<file path="src/design/fsmc_pkg.sv">
// ----------------------------------------------------------------------------
// fsmc_pkg
// types, codes and constants of the fan speed and mode controller
// ----------------------------------------------------------------------------
package fsmc_pkg;

    localparam int IN_DATA_W  = 48;
    localparam int IN_USER_W  = 3;
    localparam int OUT_DATA_W = 32;
    localparam int CFG_IDX_W  = 3;
    localparam int CFG_DATA_W = 11;

    // item kinds carried on the slave tuser
    typedef enum logic [2:0] {
        ACT_TICK        = 3'd0,
        ACT_SAMPLE      = 3'd1,
        ACT_HOST_AUTO   = 3'd2,
        ACT_HOST_MANUAL = 3'd3,
        ACT_HOST_SPEED  = 3'd4
    } action_t;

    // configuration register indexes
    typedef enum logic [2:0] {
        CFG_LOCKOUT_MS = 3'd0,
        CFG_TEMP_LOW   = 3'd1,
        CFG_TEMP_MID   = 3'd2,
        CFG_TEMP_HIGH  = 3'd3,
        CFG_HUM_LOW    = 3'd4,
        CFG_HUM_HIGH   = 3'd5,
        CFG_SPEED_STEP = 3'd6
    } cfg_index_t;

    // last field in the lowest bits
    typedef struct packed {
        logic [5:0]         pad;
        logic               host_speed_given;
        logic signed [15:0] host_speed;
        logic               sample_valid;
        logic [9:0]         hum_sample;
        logic signed [10:0] temp_sample;
        logic               down_button;
        logic               up_button;
        logic               mode_button;
    } in_fields_t;

    typedef struct packed {
        logic [2:0] pad;
        logic       tone_down;
        logic       tone_up;
        logic       tone_mode;
        logic [6:0] manual_level;
        logic       manual_mode;
        logic [2:0] bar_count;
        logic [7:0] pwm_duty;
        logic [6:0] fan_percent;
    } out_fields_t;

    // register reset values
    localparam logic [9:0]         LOCKOUT_RST    = 10'd200;
    localparam logic signed [10:0] TEMP_LOW_RST   = 11'sd250;
    localparam logic signed [10:0] TEMP_MID_RST   = 11'sd280;
    localparam logic signed [10:0] TEMP_HIGH_RST  = 11'sd320;
    localparam logic [9:0]         HUM_LOW_RST    = 10'd600;
    localparam logic [9:0]         HUM_HIGH_RST   = 10'd700;
    localparam logic [6:0]         SPEED_STEP_RST = 7'd10;

    localparam logic [9:0] SINCE_MAX = 10'd1023;

    // speed ladder levels
    localparam logic [6:0] SPEED_MAX  = 7'd100;
    localparam logic [6:0] T_SPEED_0  = 7'd0;
    localparam logic [6:0] T_SPEED_1  = 7'd30;
    localparam logic [6:0] T_SPEED_2  = 7'd60;
    localparam logic [6:0] T_SPEED_3  = 7'd100;
    localparam logic [6:0] H_SPEED_LO = 7'd20;
    localparam logic [6:0] H_SPEED_MI = 7'd40;
    localparam logic [6:0] H_SPEED_HI = 7'd80;

    // pct*255/100 and pct/20 as reciprocal multiplies, exact for 0..127
    localparam logic [20:0] PWM_MUL   = 21'd1336965;
    localparam int          PWM_SHIFT = 19;
    localparam logic [11:0] BAR_MUL   = 12'd3277;
    localparam int          BAR_SHIFT = 16;

endpackage

</file>
<file path="src/design/fan_speed_mode_controller.sv">
// ----------------------------------------------------------------------------
// fan_speed_mode_controller
// button, sensor and host driven fan speed with pwm duty and bar display
// ----------------------------------------------------------------------------
//
//  channel   signals                              one request
//  --------  -----------------------------------  ------------------------------
//  s_axis    s_tvalid s_tready s_tuser s_tdata    tick, sensor sample or host item
//  m_axis    m_tvalid m_tready m_tdata            speed report, one per input
//  cfg       cfg_valid cfg_ready cfg_index        register write, always taken
//            cfg_data
//
//  one request a clock unless m_tready stalls: input register, logic, result
//  register; m_tvalid rises as a request moves from the input register to the
//  result register. the input register can still take a request while a result
//  waits on m_tready; it holds only when both registers are full and m_tready is
//  low
//  rst_n clears both valid flags, the fan state and the registers to defaults
//
module fan_speed_mode_controller
(
    input  logic                               clk,
    input  logic                               rst_n,
    // slave stream
    input  logic                               s_tvalid,
    output logic                               s_tready,
    input  logic [fsmc_pkg::IN_USER_W-1:0]     s_tuser,   // action
    // mode_button, up_button, down_button, temp_sample, hum_sample,
    // sample_valid, host_speed, host_speed_given, zero pad
    input  logic [fsmc_pkg::IN_DATA_W-1:0]     s_tdata,
    // master stream
    output logic                               m_tvalid,
    input  logic                               m_tready,
    // fan_percent, pwm_duty, bar_count, manual_mode, manual_level,
    // tone_mode, tone_up, tone_down, zero pad
    output logic [fsmc_pkg::OUT_DATA_W-1:0]    m_tdata,
    // configuration writes
    input  logic                               cfg_valid,
    output logic                               cfg_ready,
    input  logic [fsmc_pkg::CFG_IDX_W-1:0]     cfg_index,
    input  logic [fsmc_pkg::CFG_DATA_W-1:0]    cfg_data
);

    // ------------------------------------------------------------------
    // configuration registers
    // ------------------------------------------------------------------
    logic [9:0]         lockout_ms_reg;
    logic signed [10:0] temp_low_reg;
    logic signed [10:0] temp_mid_reg;
    logic signed [10:0] temp_high_reg;
    logic [9:0]         hum_low_reg;
    logic [9:0]         hum_high_reg;
    logic [6:0]         speed_step_reg;

    assign cfg_ready = 1'b1;

    always_ff @(posedge clk or negedge rst_n)
    begin
        if (!rst_n)
        begin
            lockout_ms_reg <= fsmc_pkg::LOCKOUT_RST;
            temp_low_reg   <= fsmc_pkg::TEMP_LOW_RST;
            temp_mid_reg   <= fsmc_pkg::TEMP_MID_RST;
            temp_high_reg  <= fsmc_pkg::TEMP_HIGH_RST;
            hum_low_reg    <= fsmc_pkg::HUM_LOW_RST;
            hum_high_reg   <= fsmc_pkg::HUM_HIGH_RST;
            speed_step_reg <= fsmc_pkg::SPEED_STEP_RST;
        end
        else if (cfg_valid)
        begin
            case (fsmc_pkg::cfg_index_t'(cfg_index))
                fsmc_pkg::CFG_LOCKOUT_MS: lockout_ms_reg <= cfg_data[9:0];
                fsmc_pkg::CFG_TEMP_LOW:   temp_low_reg   <= cfg_data;
                fsmc_pkg::CFG_TEMP_MID:   temp_mid_reg   <= cfg_data;
                fsmc_pkg::CFG_TEMP_HIGH:  temp_high_reg  <= cfg_data;
                fsmc_pkg::CFG_HUM_LOW:    hum_low_reg    <= cfg_data[9:0];
                fsmc_pkg::CFG_HUM_HIGH:   hum_high_reg   <= cfg_data[9:0];
                fsmc_pkg::CFG_SPEED_STEP: speed_step_reg <= cfg_data[6:0];
                default: ;  // index past the list is dropped
            endcase
        end
    end

    // ------------------------------------------------------------------
    // input register and result register handshake
    // ------------------------------------------------------------------
    logic                                   in_valid_reg;
    logic [fsmc_pkg::IN_USER_W-1:0]         in_user_reg;
    fsmc_pkg::in_fields_t                   in_data_reg;
    logic                                   out_valid_reg;
    fsmc_pkg::out_fields_t                  out_data_reg;
    fsmc_pkg::out_fields_t                  out_data_next;
    logic                                   advance;

    // the held request moves into the result register when that is free
    assign advance  = in_valid_reg && (!out_valid_reg || m_tready);
    assign s_tready = !in_valid_reg || advance;
    assign m_tvalid = out_valid_reg;
    assign m_tdata  = out_data_reg;

    always_ff @(posedge clk or negedge rst_n)
    begin
        if (!rst_n)
        begin
            in_valid_reg  <= 1'b0;
            out_valid_reg <= 1'b0;
        end
        else
        begin
            if (s_tready)
            begin
                in_valid_reg <= s_tvalid;
            end
            if (advance)
            begin
                out_valid_reg <= 1'b1;
            end
            else if (m_tready)
            begin
                out_valid_reg <= 1'b0;
            end
        end
    end

    always_ff @(posedge clk)
    begin
        if (s_tready && s_tvalid)
        begin
            in_user_reg <= s_tuser;
            in_data_reg <= s_tdata;
        end
        if (advance)
        begin
            out_data_reg <= out_data_next;
        end
    end

    // ------------------------------------------------------------------
    // fan state, updated as each request passes to the result register
    // ------------------------------------------------------------------
    logic               mode_manual_reg,  mode_manual_next;
    logic [6:0]         manual_pct_reg,   manual_pct_next;
    logic signed [10:0] temp_held_reg,    temp_held_next;
    logic [9:0]         hum_held_reg,     hum_held_next;
    logic               prev_mode_reg,    prev_mode_next;
    logic               prev_up_reg,      prev_up_next;
    logic               prev_down_reg,    prev_down_next;
    logic [9:0]         since_press_reg,  since_press_next;
    logic               tone_mode_next, tone_up_next, tone_down_next;

    always_ff @(posedge clk or negedge rst_n)
    begin
        if (!rst_n)
        begin
            mode_manual_reg <= 1'b0;
            manual_pct_reg  <= '0;
            temp_held_reg   <= '0;
            hum_held_reg    <= '0;
            prev_mode_reg   <= 1'b1;
            prev_up_reg     <= 1'b1;
            prev_down_reg   <= 1'b1;
            since_press_reg <= '0;
        end
        else if (advance)
        begin
            mode_manual_reg <= mode_manual_next;
            manual_pct_reg  <= manual_pct_next;
            temp_held_reg   <= temp_held_next;
            hum_held_reg    <= hum_held_next;
            prev_mode_reg   <= prev_mode_next;
            prev_up_reg     <= prev_up_next;
            prev_down_reg   <= prev_down_next;
            since_press_reg <= since_press_next;
        end
    end

    // host speed limited to 0..100
    logic [6:0] host_pct;

    always_comb
    begin
        if (in_data_reg.host_speed < 16'sd0)
        begin
            host_pct = '0;
        end
        else if (in_data_reg.host_speed > 16'sd100)
        begin
            host_pct = fsmc_pkg::SPEED_MAX;
        end
        else
        begin
            host_pct = in_data_reg.host_speed[6:0];
        end
    end

    // ------------------------------------------------------------------
    // next state for the held request
    // ------------------------------------------------------------------
    logic [9:0] since_inc;
    logic [7:0] up_sum;
    logic [6:0] after_up;
    logic       up_edge;
    logic       down_edge;
    logic       mode_edge;

    always_comb
    begin
        mode_manual_next = mode_manual_reg;
        manual_pct_next  = manual_pct_reg;
        temp_held_next   = temp_held_reg;
        hum_held_next    = hum_held_reg;
        prev_mode_next   = prev_mode_reg;
        prev_up_next     = prev_up_reg;
        prev_down_next   = prev_down_reg;
        since_press_next = since_press_reg;
        tone_mode_next   = 1'b0;
        tone_up_next     = 1'b0;
        tone_down_next   = 1'b0;

        since_inc = (since_press_reg == fsmc_pkg::SINCE_MAX)
                  ? since_press_reg : since_press_reg + 10'd1;
        mode_edge = !in_data_reg.mode_button && prev_mode_reg;
        up_edge   = !in_data_reg.up_button && prev_up_reg;
        down_edge = !in_data_reg.down_button && prev_down_reg;
        up_sum    = {1'b0, manual_pct_reg} + {1'b0, speed_step_reg};
        after_up  = manual_pct_reg;

        case (fsmc_pkg::action_t'(in_user_reg))
            fsmc_pkg::ACT_TICK:
            begin
                since_press_next = since_inc;
                // buttons count only once the lockout has run out
                if (since_inc >= lockout_ms_reg)
                begin
                    prev_mode_next   = in_data_reg.mode_button;
                    mode_manual_next = mode_manual_reg ^ mode_edge;
                    tone_mode_next   = mode_edge;
                    if (mode_manual_next)
                    begin
                        prev_up_next   = in_data_reg.up_button;
                        prev_down_next = in_data_reg.down_button;
                        tone_up_next   = up_edge;
                        tone_down_next = down_edge;
                        // up first, then down on its result
                        if (up_edge)
                        begin
                            after_up = (up_sum > {1'b0, fsmc_pkg::SPEED_MAX})
                                     ? fsmc_pkg::SPEED_MAX : up_sum[6:0];
                        end
                        manual_pct_next = after_up;
                        if (down_edge)
                        begin
                            manual_pct_next = (after_up > speed_step_reg)
                                            ? after_up - speed_step_reg : '0;
                        end
                    end
                    if (mode_edge || tone_up_next || tone_down_next)
                    begin
                        since_press_next = '0;
                    end
                end
            end
            fsmc_pkg::ACT_SAMPLE:
            begin
                if (in_data_reg.sample_valid)
                begin
                    temp_held_next = in_data_reg.temp_sample;
                    hum_held_next  = in_data_reg.hum_sample;
                end
            end
            fsmc_pkg::ACT_HOST_AUTO:
            begin
                mode_manual_next = 1'b0;
            end
            fsmc_pkg::ACT_HOST_MANUAL:
            begin
                mode_manual_next = 1'b1;
                if (in_data_reg.host_speed_given)
                begin
                    manual_pct_next = host_pct;
                end
            end
            fsmc_pkg::ACT_HOST_SPEED:
            begin
                if (mode_manual_reg)
                begin
                    manual_pct_next = host_pct;
                end
            end
            default: ;  // unused kinds only report
        endcase
    end

    // ------------------------------------------------------------------
    // report from the state after the request
    // ------------------------------------------------------------------
    logic [6:0]  temp_speed;
    logic [6:0]  hum_speed;
    logic [6:0]  fan_pct;
    logic [27:0] pwm_prod;
    logic [18:0] bar_prod;

    always_comb
    begin
        if (temp_held_next < temp_low_reg)
        begin
            temp_speed = fsmc_pkg::T_SPEED_0;
        end
        else if (temp_held_next < temp_mid_reg)
        begin
            temp_speed = fsmc_pkg::T_SPEED_1;
        end
        else if (temp_held_next < temp_high_reg)
        begin
            temp_speed = fsmc_pkg::T_SPEED_2;
        end
        else
        begin
            temp_speed = fsmc_pkg::T_SPEED_3;
        end

        if (hum_held_next < hum_low_reg)
        begin
            hum_speed = fsmc_pkg::H_SPEED_LO;
        end
        else if (hum_held_next > hum_high_reg)
        begin
            hum_speed = fsmc_pkg::H_SPEED_HI;
        end
        else
        begin
            hum_speed = fsmc_pkg::H_SPEED_MI;
        end

        if (mode_manual_next)
        begin
            fan_pct = manual_pct_next;
        end
        else
        begin
            fan_pct = (temp_speed > hum_speed) ? temp_speed : hum_speed;
        end
    end

    // constant reciprocal multiplies stand in for the divides by 100
    assign pwm_prod = 28'(fan_pct) * 28'(fsmc_pkg::PWM_MUL);
    assign bar_prod = 19'(fan_pct) * 19'(fsmc_pkg::BAR_MUL);

    always_comb
    begin
        out_data_next              = '0;
        out_data_next.fan_percent  = fan_pct;
        out_data_next.pwm_duty     = 8'(pwm_prod >> fsmc_pkg::PWM_SHIFT);
        out_data_next.bar_count    = 3'(bar_prod >> fsmc_pkg::BAR_SHIFT);
        out_data_next.manual_mode  = mode_manual_next;
        out_data_next.manual_level = manual_pct_next;
        out_data_next.tone_mode    = tone_mode_next;
        out_data_next.tone_up      = tone_up_next;
        out_data_next.tone_down    = tone_down_next;
    end

endmodule

</file>
<file path="config.mk">
export PLATFORM = sky130hd
export DESIGN_NAME = fan_speed_mode_controller
export DESIGN_NICKNAME = d
export VERILOG_FILES = /design/src/design/fsmc_pkg.sv /design/src/design/fan_speed_mode_controller.sv
export SDC_FILE = /design/constraint.sdc
export NUM_CORES = 1
export LEC_CHECK = 0
export BUFFER_PORTS_ARGS = -buffer_cell sky130_fd_sc_hd__clkbuf_2
export CAP_MARGIN = 30
export CELL_PAD_IN_SITES_DETAIL_PLACEMENT = 0
export CELL_PAD_IN_SITES_GLOBAL_PLACEMENT = 1
export CORE_MARGIN = 2
export CORE_UTILIZATION = 25
export CTS_CLUSTER_DIAMETER = 80
export DETAILED_ROUTE_END_ITERATION = 6
export PLACE_DENSITY = 0.6
export SLEW_MARGIN = 25
export SYNTH_ARGS = -nofsm -noshare
export SYNTH_HDL_FRONTEND = slang
export SYNTH_SLANG_ARGS = --single-unit
</file>
<file path="constraint.sdc">
create_clock -name clk -period 9.9 [get_ports clk]
set_clock_uncertainty 0.1 [all_clocks]
set_input_delay 0.99 -clock clk [delete_from_list [all_inputs] [get_ports clk]]
set_output_delay 0.99 -clock clk [all_outputs]
set_load 0.005 [all_outputs]
</file>
==> results of run 1 <==
[cells in the final DEF (no fill, tap or decap), types with 4 or more instances in the layout]
master     Yosys  layout
nand2_1      163     163
ha_1         153     153
inv_1        121     121
clkbuf_2       1      93
dfrtp_1       85      85
o21ai_0       80      80
edfxtp_1      74      74
mux2_2        59      59
nor2_1        52      52
a21oi_1       38      38
a21o_1        29      29
dfstp_2       29      29
xnor2_1       19      19
clkbuf_16      0      18
nand2b_1      17      17
nand3_1       17      17
fa_1          17      17
nand4_1       16      16
nor2b_1       14      14
buf_4          4      12
o21a_1        11      11
o31ai_1        9       9
and3_1         8       8
xor2_1         8       8
nor3_1         8       7
a22o_1         7       7
a211oi_1       6       6
o21bai_1       6       6
mux2i_1        6       6
or2_2          5       5
nand4b_1       5       5
nor4_1         4       4
a2111oi_0      4       4
o22ai_1        5       4
conb_1         2       4
[path summary, 6_finish.rpt]
kind                            slack, ns  depth (start not counted)                        endpoint
worst max register to register       0.81                         36           m_tdata[13]$_DFFE_PP_
max in group asynchronous            7.89                          2  since_press_reg[1]$_DFFE_PN0P_
worst min register to register       0.37                          2     hum_held_reg[5]$_DFFE_PN0P_
min in group asynchronous            0.50                          1     hum_held_reg[9]$_DFFE_PN0P_
worst min-delay path                 0.37                          2     hum_held_reg[5]$_DFFE_PN0P_
worst max-delay path                 0.81                         36           m_tdata[13]$_DFFE_PP_
[area by class of cell]
| type | count | area share, % |
|---|---|---|
| sequential | 188 | 36.7 |
| clock buffer | 20 | 3.43 |
| inverter | 123 | 3.32 |
| timing repair buffer | 105 | 3.99 |
| multi-input combinational | 830 | 46.1 |
| tap | 615 | 5.53 |
| clock inverter | 12 | 0.899 |
[layer usage]
metal | up-vias | wire (µm)
met2 | 107 | 14400
met3 | 24 | 1010
li1 | 4310 | -
met1 | 4079 | 15000
met4 | 2 | 509
met5 | - | 12
[cell families after synthesis]
family	after synthesis	share of synthesized area, %
AO/OA/AOI/OAI	235	13.2
XOR/XNOR	27	1.96
adder cells (fa/ha/maj)	170	18.7
buffers and inverters	155	5.00
flip-flops	188	42.3
multiplexers	65	6.00
other	2	0.0622
AND/OR/NAND/NOR	329	12.8
[power by group]
| group | switching [mW] | leakage (nW) | internal, mW | total [mW] |
|---|---|---|---|---|
| sequential | 0.0785 | 2.10 | 1.05 | 1.13 |
| combinational | 1.86 | 4.22 | 1.38 | 3.24 |
| clock | 0.339 | 0.293 | 0.361 | 0.700 |
| total | 2.28 | 6.61 | 2.79 | 5.07 |
[worst max-delay path, delay by kind of cell, from the launching register on]
| family | cells | cell delay [ns] |
|---|---|---|
| and+or+nand+nor | 7 | 1.23 |
| DFF | 1 | 0.55 |
| adders and majority gates | 7 | 2.37 |
| muxes | 2 | 0.79 |
| buffers and inverters | 6 | 0.86 |
| AOI/OAI and AO/OA | 14 | 3.02 |
[synth_stat cells (all sizes together) (3+ instances only)]
library cell / n / area [µm²]
nand2: 163 / 612
nor2: 52 / 195
o22ai: 5 / 31.3
nand2b: 18 / 120
nand3b: 3 / 22.5
fa: 17 / 340
xnor2: 19 / 166
or2: 6 / 37.5
buf: 11 / 62.6
a41oi: 3 / 52.6
nor3: 8 / 40.0
ha: 153 / 1910
edfxtp: 74 / 2220
dfstp: 29 / 762
xor2: 8 / 70.1
o211ai: 3 / 22.5
mux2i: 6 / 60.1
o211a: 3 / 30.0
o21bai: 6 / 45.0
nor3b: 4 / 30.0
a221oi: 3 / 26.3
nand3: 17 / 85.1
o21ai: 83 / 419
a21o: 29 / 218
nand4: 16 / 100
a211oi: 7 / 65.1
dfrtp: 85 / 2130
mux2: 59 / 664
nor4: 4 / 25.0
o2111ai: 3 / 26.3
o21a: 11 / 82.6
a22o: 7 / 61.3
nor2b: 14 / 87.6
a21oi: 38 / 190
a2111oi: 5 / 62.6
inv: 123 / 462
o31ai: 10 / 88.8
and2: 3 / 18.8
clkbuf: 21 / 80.1
nand4b: 5 / 43.8
and3: 8 / 50.1
[through the flow]
step / util, % / setup slack (ns)
final: 29.1 / 0.808
after global placement: 27.9 / 0.734
after detailed placement: 27.9 / 0.662
after CTS: 29.1 / 0.639
after floorplan: - / 1.70
after global routing: 29.1 / 0.0429
==> metrics, run 1 <==
global route overflow=0; layout cells sized above 1=between 10% and 20%; num ports=between 100 and 150; vias in the first global route=8,620; Hold Startpoint=hum_held_reg[5]$_DFFE_PN0P_; max reg flops=42; FILL cells=4,997; mapped cell area=0.0121 mm²; outcome=complete, no violations; Pleak=6.61 nW; iteration count of the initial detailed-routing pass=5; Post-CTS Setup Inserts=0; die width=224 µm; Yosys reg bits=188; Startpoint Class=flip-flop; Num CTS Buffers=17; Achievable Freq=0.110 GHz; final count of pins violating max slew=0; part of the cycle the worst path needs=91.8%; Storage cell area=0.00511 mm²; post-route cell area=0.0139 mm²; synthesized area per cell=between 10 and 15 µm²; post-cts sizing count=0; Global Route met3 Usage=approximately 2.6%; final setup fails=0; first-pass GRT wire length=between 40,000 and 50,000 µm; crit path capture type=flip-flop; crit path from=in_user_reg[2]$_DFFE_PP_; Cells after DPL=around 1,900; WS Path Type=reg2reg; diode count=0; Mapped Cells=1,171; number of cell rows=80; Die H=224 µm; YS warnings=0; Starting Density=25.3%; total power per unit cell area=364 mW/mm²; vias per cell=4.50; worst hold path class=reg2reg; gr busiest metal=met2; H-Tree Depth=4; Max Root-Sink Buffers=2; footprint of the multi-input gates=0.00641 mm²; Final ANT Viol Nets=0; CTS Root Cell=clkbuf_16; Final HPWL DP=23,200 µm; FF-to-FF Start=in_user_reg[2]$_DFFE_PP_; post-layout minimum cycle time=9.09 ns; Pwr Total=5.07 mW; Slew HR=~45%; RSZ-0062 raised after global routing=false; Worst-Skew Late Latency=roughly 0.47 ns; CP arrival=9.31 ns; core area=0.0477 mm²; Post-synth EDFFs=74; vias post-DR=roughly 8,500; final instance count without filler cells=1,893; final setup TNS=0 ns; max incr delay on CP=0.55 ns; critical path's slowest cell=edfxtp_1; full die area=about 0.05 mm²; Unique masters post-synth=77; clock transition at the registers of the reported paths=0.07 ns; gp weighted congestion=0.807; largest fanout on the critical path=22; Post-CTS Hold Buffers=0; largest net degree at the start of global routing=61; post-synthesis sequential area ratio=42.3%; port bufs=94; Hold Slack=approximately 0.37 ns; Total Nets Final=1,505; Final Hold Vio Count=0; initial antenna violation count=1; DR iter-0 viols=around 450; met2 Track Usage GR=21.2%; final WL=about 31,000 µm; Worst EP required=around 10 ns; met1 Resource Use GR=between 15 and 20%; CP most frequent cell=ha_1; ys async rst share=between 60% and 70%; wire per inst=between 15 and 20 µm; area grow syn2layout=15.2%; # Max-Cap Violations=0; CTS tree=built; worst vdd ir=between 0.2 and 0.25 mV; Post-DP Area=about 0.013 mm²; Overall Global Routing Usage=12.9%; drt drc=0; Sink Count=approximately 190; Least-Margin Pin Slew=between 0.8 and 0.9 ns; top_reg_cell synth=dfrtp_1
(Power assumes the default switching activity.)
==> run 2: changes to the inputs <==
CORE_MARGIN = not set   (was 2)
CTS_CLUSTER_SIZE = 25   (was not set)
==> metrics, run 2 (synthesized netlist as in run 1, its figures left out) <==
post-layout minimum cycle time=9.31 ns (+0.220 ns); Least-Margin Pin Slew=0.902 ns (+0.0770 ns); part of the cycle the worst path needs=94.1% (+2.2 points); Internal Power=2.77 mW (-0.62%); H-Tree Depth=4 (unchanged); Hold Startpoint=hum_held_reg[1]$_DFFE_PN0P_; Starting Density=25.3% (unchanged); initial antenna violation count=3 (+2); routed wl met2=14,500 µm (+0.23%); Final Hold Vio Count=0 (unchanged); worst vdd ir=0.220 mV (+1.6%); # Max-Cap Violations=0 (unchanged); crit path capture type=flip-flop; final setup fails=0 (unchanged); die width=222 µm (-0.89%); first-pass GRT wire length=49,200 µm (about the same); Final ANT Viol Nets=0 (unchanged); full die area=0.0492 mm² (-1.8%); CP arrival=9.54 ns (+0.23 ns); Die H=222 µm (-0.89%); CP most frequent cell=ha_1; Overall Global Routing Usage=13.1% (+0.16 points); vias in the first global route=8,771 (+1.8%); area grow syn2layout=15.1% (about the same); met3 wire length=972 µm (-3.7%); CTS Root Cell=clkbuf_16; highest-count cells in the layout ignoring fill and taps=163 x nand2_1, 153 x ha_1, 121 x inv_1; max incr delay on CP=0.56 ns (about the same); FF-to-FF Start=in_user_reg[2]$_DFFE_PP_; WS Path Type=reg2reg; final setup TNS=0 ns (unchanged); clock transition at the registers of the reported paths=0.07 ns (about the same); DR iter-0 viols=546 (+22%); num ports=105 (unchanged); Startpoint Class=flip-flop; commonest non-fill, non-tap cell in the layout=nand2_1; worst hold path class=reg2reg; power share of the combinational group=64.1% (+0.2 points); global route overflow=0 (unchanged); number of cell rows=80 (unchanged); Slew HR=39.4% (-5.6 points); vias post-DR=8,605 (+0.97%); largest net degree at the start of global routing=67 (+9.8%); Hold Path Stages=2 (unchanged); port bufs=94 (unchanged); Hold Slack=0.371 ns (+0.00191 ns); Achievable Freq=0.107 GHz (-2.4%); RSZ-0062 raised after global routing=false; reg2reg path depth=35 (-2.8%); diode count=0 (unchanged); clock share of power=13.6% (-0.2 points); Worst-Skew Late Latency=0.47 ns (about the same); largest fanout on the critical path=17 (-23%); outcome=complete, no violations; routed metal-1 wirelength=14,900 µm (-0.55%); max reg flops=42 (unchanged); Num CTS Buffers=17 (unchanged); Pleak=6.61 nW (about the same); Switching Share=45.3% (+0.35 points); Seq pwr share=22.3% (about the same); post-cts sizing count=0 (unchanged); RR Endpoint=m_tdata[13]$_DFFE_PP_; iteration count of the initial detailed-routing pass=6 (+1); WHS Endpoint=hum_held_reg[1]$_DFFE_PN0P_; core area=0.0477 mm² (unchanged); CTS tree=built; Post-CTS Hold Buffers=0 (unchanged); final count of pins violating max slew=0 (unchanged); Switch Pwr=2.30 mW (+0.81%); total power per unit cell area=365 mW/mm² (about the same); Sink Count=188 (unchanged); FILL cells=4,915 (-1.6%); wire per inst=16.4 µm (about the same); layout cells sized above 1=19.3% (-0.078 points); Max Root-Sink Buffers=2 (unchanged); gp weighted congestion=0.814 (+0.84%); Post-CTS Setup Inserts=0 (unchanged); critical path's slowest cell=edfxtp_1; Worst EP required=10.13 ns (about the same); drt drc=0 (unchanged); Final HPWL DP=23,200 µm (-0.13%); final WL=31,000 µm (about the same); flop2flop setup slack=0.59 ns (-0.22 ns); Total Nets Final=1,505 (unchanged); max layer used=met5; vias per cell=4.55 (+0.97%)
[run 2: changes by cell type in the layout (fill, tap and decap cells not counted), moves of 2 or more]
cell | before | now
inv_4 | 0 | 3
clkbuf_8 | 2 | 0
clkinv_4 | 3 | 1
inv_8 | 1 | 3
[run 2: layer usage]
layer | vias to the layer above | track usage [%]
met3 | 39 | 2.50
met5 | - | 0
met1 | 4138 | 17.1
met4 | 6 | 4.68
li1 | 4305 | -
met2 | 117 | 21.5
[run 2: layout make-up]
cell class	instances	area, µm²	area share (%)
timing repair buffer	105	576	4.14
sequential	188	5110	36.8
clock inverter	15	149	1.07
tap	615	769	5.53
multi-input combinational	830	6410	46.1
clock buffer	17	425	3.06
inverter	123	462	3.32
[run 2: through the flow]
step	cells	worst slack, ns	total power, mW	utilization [%]	cell area (µm²)
detailed placement	1860	0.465	4.40	27.9	13300
floorplan	1173	1.70	3.58	-	12100
finish	1893	0.588	5.07	29.1	13900
global route	1893	0.0117	5.67	29.1	13900
CTS	1892	0.460	5.14	29.1	13900
global placement	1860	0.567	4.39	27.8	13300
[run 2: power by group through the flow]
stage          Combinational [mW]  Clock, mW  Sequential [mW]
3_5_place_dp                 3.25          0             1.15
6_report                     3.25      0.689             1.13
5_1_grt                      3.77      0.742             1.15
2_1_floorplan                2.45          0             1.12
3_3_place_gp                 3.25          0             1.14
4_1_cts                      3.29      0.716             1.13
[run 2: worst max-delay path, delay by kind of cell, from the launching register on]
family	cells	cell delay, ns
mux	2	0.79
simple gates	7	1.32
compound gates	14	3.40
fa+ha+maj	7	2.37
buf+inv	5	0.61
flops	1	0.56
[run 2: how the worst max path moves through the flow]
stage | startpoint | to | depth (start not counted)
floorplan | in_user_reg[1]$_DFFE_PP_ | m_tdata[13]$_DFFE_PP_ | 37
global placement | in_user_reg[2]$_DFFE_PP_ | m_tdata[13]$_DFFE_PP_ | 35
detailed placement | in_user_reg[2]$_DFFE_PP_ | m_tdata[13]$_DFFE_PP_ | 35
CTS | in_user_reg[2]$_DFFE_PP_ | m_tdata[13]$_DFFE_PP_ | 35
global route | in_user_reg[2]$_DFFE_PP_ | m_tdata[13]$_DFFE_PP_ | 36
finish | in_user_reg[2]$_DFFE_PP_ | m_tdata[13]$_DFFE_PP_ | 35
